===== config.mk =====
export PLATFORM = sky130hd
export DESIGN_NAME = bmh_ctrl
export DESIGN_NICKNAME = d
export VERILOG_FILES = /design/src/bmh_pkg.sv /design/src/bmh_ctrl.sv
export SDC_FILE = /design/constraint.sdc
export NUM_CORES = 1
export LEC_CHECK = 0
export BUFFER_PORTS_ARGS = -buffer_cell sky130_fd_sc_hd__buf_2
export CAP_MARGIN = 0
export CORE_AREA = 2 2 39 41
export CTS_BUF_LIST = sky130_fd_sc_hd__clkbuf_8
export CTS_CLUSTER_DIAMETER = 120
export DETAILED_ROUTE_END_ITERATION = 8
export DIE_AREA = 0 0 41 43
export PLACE_DENSITY = 0.77
export SETUP_SLACK_MARGIN = 0.4
export SYNTH_ARGS = -nofsm -noshare
export SYNTH_HDL_FRONTEND = slang
export SYNTH_SLANG_ARGS = --single-unit

===== constraint.sdc =====
create_clock -name i_clk -period 1.96 [get_ports i_clk]
set_input_delay 0.392 -clock i_clk [delete_from_list [all_inputs] [get_ports i_clk]]
set_output_delay 0.392 -clock i_clk [all_outputs]
set_load 0.01 [all_outputs]

===== src/bmh_pkg.sv =====
// Shared constants, codes and controller/datapath interface types for the binary min-heap.
package bmh_pkg;

    // Default sizes
    localparam int HEAP_DEPTH = 256;
    localparam int KEY_WIDTH  = 32;
    localparam int REF_WIDTH  = 9;

    // Fixed field widths
    localparam int CAP_W    = 9;
    localparam int COUNT_W  = 9;
    localparam int STATUS_W = 2;
    localparam int CMD_W    = 1;

    // Capacity after reset
    localparam logic [CAP_W-1:0] CAP_RESET = 9'd256;

    // Request commands
    localparam logic [CMD_W-1:0] CMD_INSERT = 1'b0;
    localparam logic [CMD_W-1:0] CMD_DELETE = 1'b1;

    // Result status codes
    localparam logic [STATUS_W-1:0] ST_DONE  = 2'd0;
    localparam logic [STATUS_W-1:0] ST_FULL  = 2'd1;
    localparam logic [STATUS_W-1:0] ST_EMPTY = 2'd2;

    // Controller to datapath commands
    typedef struct packed {
        logic load;       // take the request, set up position, count and status
        logic rd_parent;  // read the parent of the current position
        logic up_move;    // parent moves down into the hole, hole moves up
        logic place;      // write the moving entry at the hole, done
        logic take_root;  // capture old root as result, last entry starts moving
        logic rd_child;   // read both children of the hole
        logic dn_move;    // chosen child moves up into the hole, hole moves down
        logic emit;       // load the output register
    } t_dp_cmd;

    // Datapath to controller status
    typedef struct packed {
        logic in_insert;
        logic full;
        logic empty;
        logic pos_zero;
        logic up_move;
        logic dn_has_child;
        logic dn_move;
        logic out_free;
    } t_dp_stat;

endpackage


===== src/bmh_ctrl.sv =====
// Sequencer for insert (sift up) and delete (sift down) requests of the heap.
module bmh_ctrl (
    input  logic              i_clk,
    input  logic              i_rst_n,
    input  logic              i_in_valid,
    input  bmh_pkg::t_dp_stat i_stat,
    output logic              o_in_ready,
    output bmh_pkg::t_dp_cmd  o_cmd
);

    typedef enum logic [6:0] {
        S_IDLE    = 7'b0000001,
        S_UP_RD   = 7'b0000010,
        S_UP_CMP  = 7'b0000100,
        S_DN_ROOT = 7'b0001000,
        S_DN_RD   = 7'b0010000,
        S_DN_CMP  = 7'b0100000,
        S_EMIT    = 7'b1000000
    } t_state;

    t_state r_state, n_state;

    // State register
    always_ff @(posedge i_clk) begin
        if (!i_rst_n) begin
            r_state <= S_IDLE;
        end else begin
            r_state <= n_state;
        end
    end

    // Next state and commands
    always_comb begin
        n_state    = r_state;
        o_cmd      = '0;
        o_in_ready = 1'b0;
        unique case (r_state)
            S_IDLE: begin
                o_in_ready = 1'b1;
                if (i_in_valid) begin
                    o_cmd.load = 1'b1;
                    if (i_stat.in_insert) begin
                        n_state = i_stat.full ? S_EMIT : S_UP_RD;
                    end else begin
                        n_state = i_stat.empty ? S_EMIT : S_DN_ROOT;
                    end
                end
            end
            S_UP_RD: begin
                if (i_stat.pos_zero) begin
                    o_cmd.place = 1'b1;
                    n_state     = S_EMIT;
                end else begin
                    o_cmd.rd_parent = 1'b1;
                    n_state         = S_UP_CMP;
                end
            end
            S_UP_CMP: begin
                if (i_stat.up_move) begin
                    o_cmd.up_move = 1'b1;
                    n_state       = S_UP_RD;
                end else begin
                    o_cmd.place = 1'b1;
                    n_state     = S_EMIT;
                end
            end
            S_DN_ROOT: begin
                o_cmd.take_root = 1'b1;
                n_state         = S_DN_RD;
            end
            S_DN_RD: begin
                if (i_stat.dn_has_child) begin
                    o_cmd.rd_child = 1'b1;
                    n_state        = S_DN_CMP;
                end else begin
                    o_cmd.place = 1'b1;
                    n_state     = S_EMIT;
                end
            end
            S_DN_CMP: begin
                if (i_stat.dn_move) begin
                    o_cmd.dn_move = 1'b1;
                    n_state       = S_DN_RD;
                end else begin
                    o_cmd.place = 1'b1;
                    n_state     = S_EMIT;
                end
            end
            S_EMIT: begin
                if (i_stat.out_free) begin
                    o_cmd.emit = 1'b1;
                    n_state    = S_IDLE;
                end
            end
            default: begin
                n_state = S_IDLE;
            end
        endcase
    end

endmodule


Word-level counts from Yosys, hierarchy flattened
Index checks and enable logic that the tools add are counted.

word-level totals
  register bits after elaboration = 7
  input bits = 11
  output and inout port bits = 9
  word-level logic and storage cells = 40

cells by class
  equality and inequality tests = 9
  multiplexer cells = 29
  reduce and logical (&&, ||, !) cells = 1

operator list
  cell                                            number
  two-way mux 7 bit                               9
  one-hot mux 7 bit (7 select lines)              1
  two-way mux 1 bit                               18
  == test 7 x 1 -> 1 bit (second input constant)  1
  == test 7 x 2 -> 1 bit (second input constant)  1
  == test 7 x 3 -> 1 bit (second input constant)  1
  == test 7 x 4 -> 1 bit (second input constant)  1
  == test 7 x 5 -> 1 bit (second input constant)  1
  == test 7 x 6 -> 1 bit (second input constant)  1
  == test 7 bit (second input constant)           1
  != test 2 bit (second input constant)           2
  one-hot mux 1 bit (4 select lines)              1
  AND reduction 2 bit                             1

Longest topological paths before layout
  depth after elaboration = 4
  depth in mapped cells = 5
  mapped depth without buffers = 4

Worst setup path before layout
No wires, ideal clock.

  path kind = flip-flop to output port
  start point = register r_state[2]
  end point = output port o_cmd[7] (netlist name)
  arrival time = 1,517 ps
  data required time = 1,568 ps
  setup slack = 51 ps
  cell stages (with the launch flop) = 5
  buffers on the path = 1
  cells stage by stage = dfxtp_1 buf_6 or4_4 nor4b_4 and2_4

RTL lines
  item                    line            text
  start, declared         bmh_ctrl.sv:21  t_state r_state, n_state;
  start signal, assigned  bmh_ctrl.sv:28  r_state <= n_state;
  end, declared           bmh_ctrl.sv:8   output bmh_pkg::t_dp_cmd o_cmd

==> metrics.txt <==
ant diodes=0; 1st-iter DRT viols=29; Synth top area share=25.7%; initial antenna violation count=0; Placed Cells=103; GR Overflow Total=0; Arr. time, crit path=1.63 ns; vias in the first global route=625; Vias=667; DR vias/cell=5.47; Hold Fails Final Rpt=0; CTS clk-pin slew, worst paths=0.05 ns; wire length per cell=16.5 um; Main synth FF type=dfxtp_1; post-synthesis async set-or-reset flop share=0%; Area after DPL=669 um^2; TritonCTS clock tree=built; Seq/Total Area, Yosys=25.7%; Worst path slowest cell=or4_4; CTS root buffer=clkbuf_8; maxcap violations=0; syn_area_per_cell=8.12 um^2; worst-skew pair later-pin latency=0.23 ns; most numerous cell in the Yosys netlist=nor2_1; DIE WIDTH=41 um; DRT Pass-1 Iters=4; Distinct cells, synth=31; H-tree depth=1; pre-CTS setup slack=0.0997 ns; area grow syn2layout=89.4%; Setup violations, final=4; Die Ht=43 um; CP Max Fanout=7; nature of the critical path startpoint=register; EDFF count, synth=0; Hold Path Stages=2; critical path depth in cells=4; Hold Path Class=input port to register; synthesized flop and latch total=7; Largest Register=r_state; Largest regs=r_state (7); synth cell count leaders=nor2_1 (10), dfxtp_1 (7), o21ai_0 (6); Crit Reg-Reg Startpoint=r_state[0]; RSZ-0062 raised after global routing=yes; total wire length=~2000 um; crit end category=output pin; die area=1760 um^2; Fin Setup TNS=-0.207 ns; Final period util=103%; Lkg Pwr=0.460 nW; setup slack after layout=-0.0613 ns; core footprint=1380 um^2; crit path launch=r_state[4]; Starting Density=39.3%; Critical path buffers and inverters=1; Crit Path Class=register to output pin; cell row count=14; Post-DRT Antenna Nets=0; CTS Buf Count=3; ordered cell list for the critical path=or4_4, nor4b_4, and2_4, buf_6; warnings from Yosys=0; Worst path max stage delay=0.50 ns; failing checks=setup timing; gpl congestion=0.933; Slew Limit Fails=0; Netlist Area Pre-Place=between 500 and 600 um^2; Max Fclk=0.495 GHz; dpl hpwl=1010 um; syn nets=roughly 80; GRT Overall Usage=around a quarter; FF-to-FF path depth=7; first-pass GRT wire length=around 2800 um; # nets final=118; CP delay by family, top=simple AND/OR/NAND/NOR gates; Power Density=slightly above 700 nW/um^2; status=complete, but fails checks; Synth area leader=dfxtp_1; number of flip-flops in the largest register=7; Tmin final=2.02 ns; synth top area cells=dfxtp_1 (26%), nor2_1 (6.9%), o21ai_0 (5.5%), nor4b_1 (4.8%), nor4b_4 (4.4%); I/O pin count=20; Final Non-Filler Cells=roughly 120; fin area=a little over 1000 um^2; maximum clock path buffer count=2; largest net degree at the start of global routing=10; HP Start=i_rst_n; Worst Tran Pin Value=0.325 ns; DRC Markers=0; I/O Buffers=19; post-synthesis cell count=67; Crit path required time=around 1.6 ns; Peak supply drop=0.000521 V; fraction of layout cells with a size suffix above 1=~68%; clk_skew=0.00812 ns; Relative slew margins=78.2%; CTS sink cnt=7
==> power breakdown <==
group	switching, W	internal, W	total [W]
clock network	0.0000692	0.000138	0.000207
logic	0.000147	0.000199	0.000346
registers	0.0000237	0.000157	0.000180
total	0.000240	0.000494	0.000733
==> per-layer routing <==
layer	global-route usage (%)	vias up	routed length [um]
met4	12.0	0	56
met1	31.6	305	850
met5	0	-	0
met2	34.1	27	996
li1	-	327	-
met3	8.38	8	114
==> metrics by stage <==
stage,hold WS [ns],util [%],total power (W)
floorplan,0.468,-,0.000295
global placement,0.637,48.4,0.000345
detailed placement,0.638,48.4,0.000347
CTS,0.395,66.8,0.000683
global route,0.431,74.5,0.000766
finish,0.418,74.5,0.000733
==> cell usage in the layout, fill, tap and decap left out, types with 2 or more instances in the layout <==
master / instances
a22o_1: 2
and2_1: 2
and3_4: 3
buf_2: 15
buf_4: 14
buf_6: 10
clkbuf_8: 3
dfxtp_2: 2
dfxtp_4: 4
inv_1: 3
nand2_1: 2
nand3b_1: 3
nor2_1: 7
nor2_4: 3
nor2b_1: 2
nor3b_1: 2
nor4b_4: 3
o21ai_0: 2
o21ai_1: 2
o21ai_2: 2
or4_4: 2
==> path summary, 6_finish.rpt <==
path	end	slack, ns
max	o_cmd[7]	-0.06
min	r_state[0]	0.42
max reg2reg	r_state[6]	0.29
min reg2reg	r_state[4]	0.75
==> area by class of cell <==
cell class,instances,area [um^2]
Multi-Input combinational cell,53,503
Fill cell,76,353
Timing Repair Buffer,39,293
Sequential cell,7,158
Clock buffer,3,41.3
Tap cell,16,20.0
Inverter,3,11.3
Clock inverter,1,5.00
==> cells by family (layout without fill, tap and decap cells) <==
| kind of cell | count (synthesis) | after routing | share of synthesized area, % |
|---|---|---|---|
| AO/OA/AOI/OAI | 12 | 12 | 15.2 |
| XOR/XNOR | 1 | 1 | 1.61 |
| buffers and inverters | 7 | 46 | 8.28 |
| flip-flops | 7 | 7 | 25.7 |
| multiplexers | 1 | 1 | 2.07 |
| AND/OR/NAND/NOR | 39 | 39 | 47.1 |
==> timing repair <==
action / in CTS / in global routing
hold buffers: 0 / 0
endpoints found under the setup margin: 12 / 13
cloned: 0 / 0
setup buffers: 10 / 5
gates resized for setup: 31 / 16
pin swaps: 12 / 14
No activity file was read; power rests on OpenSTA's default activity.
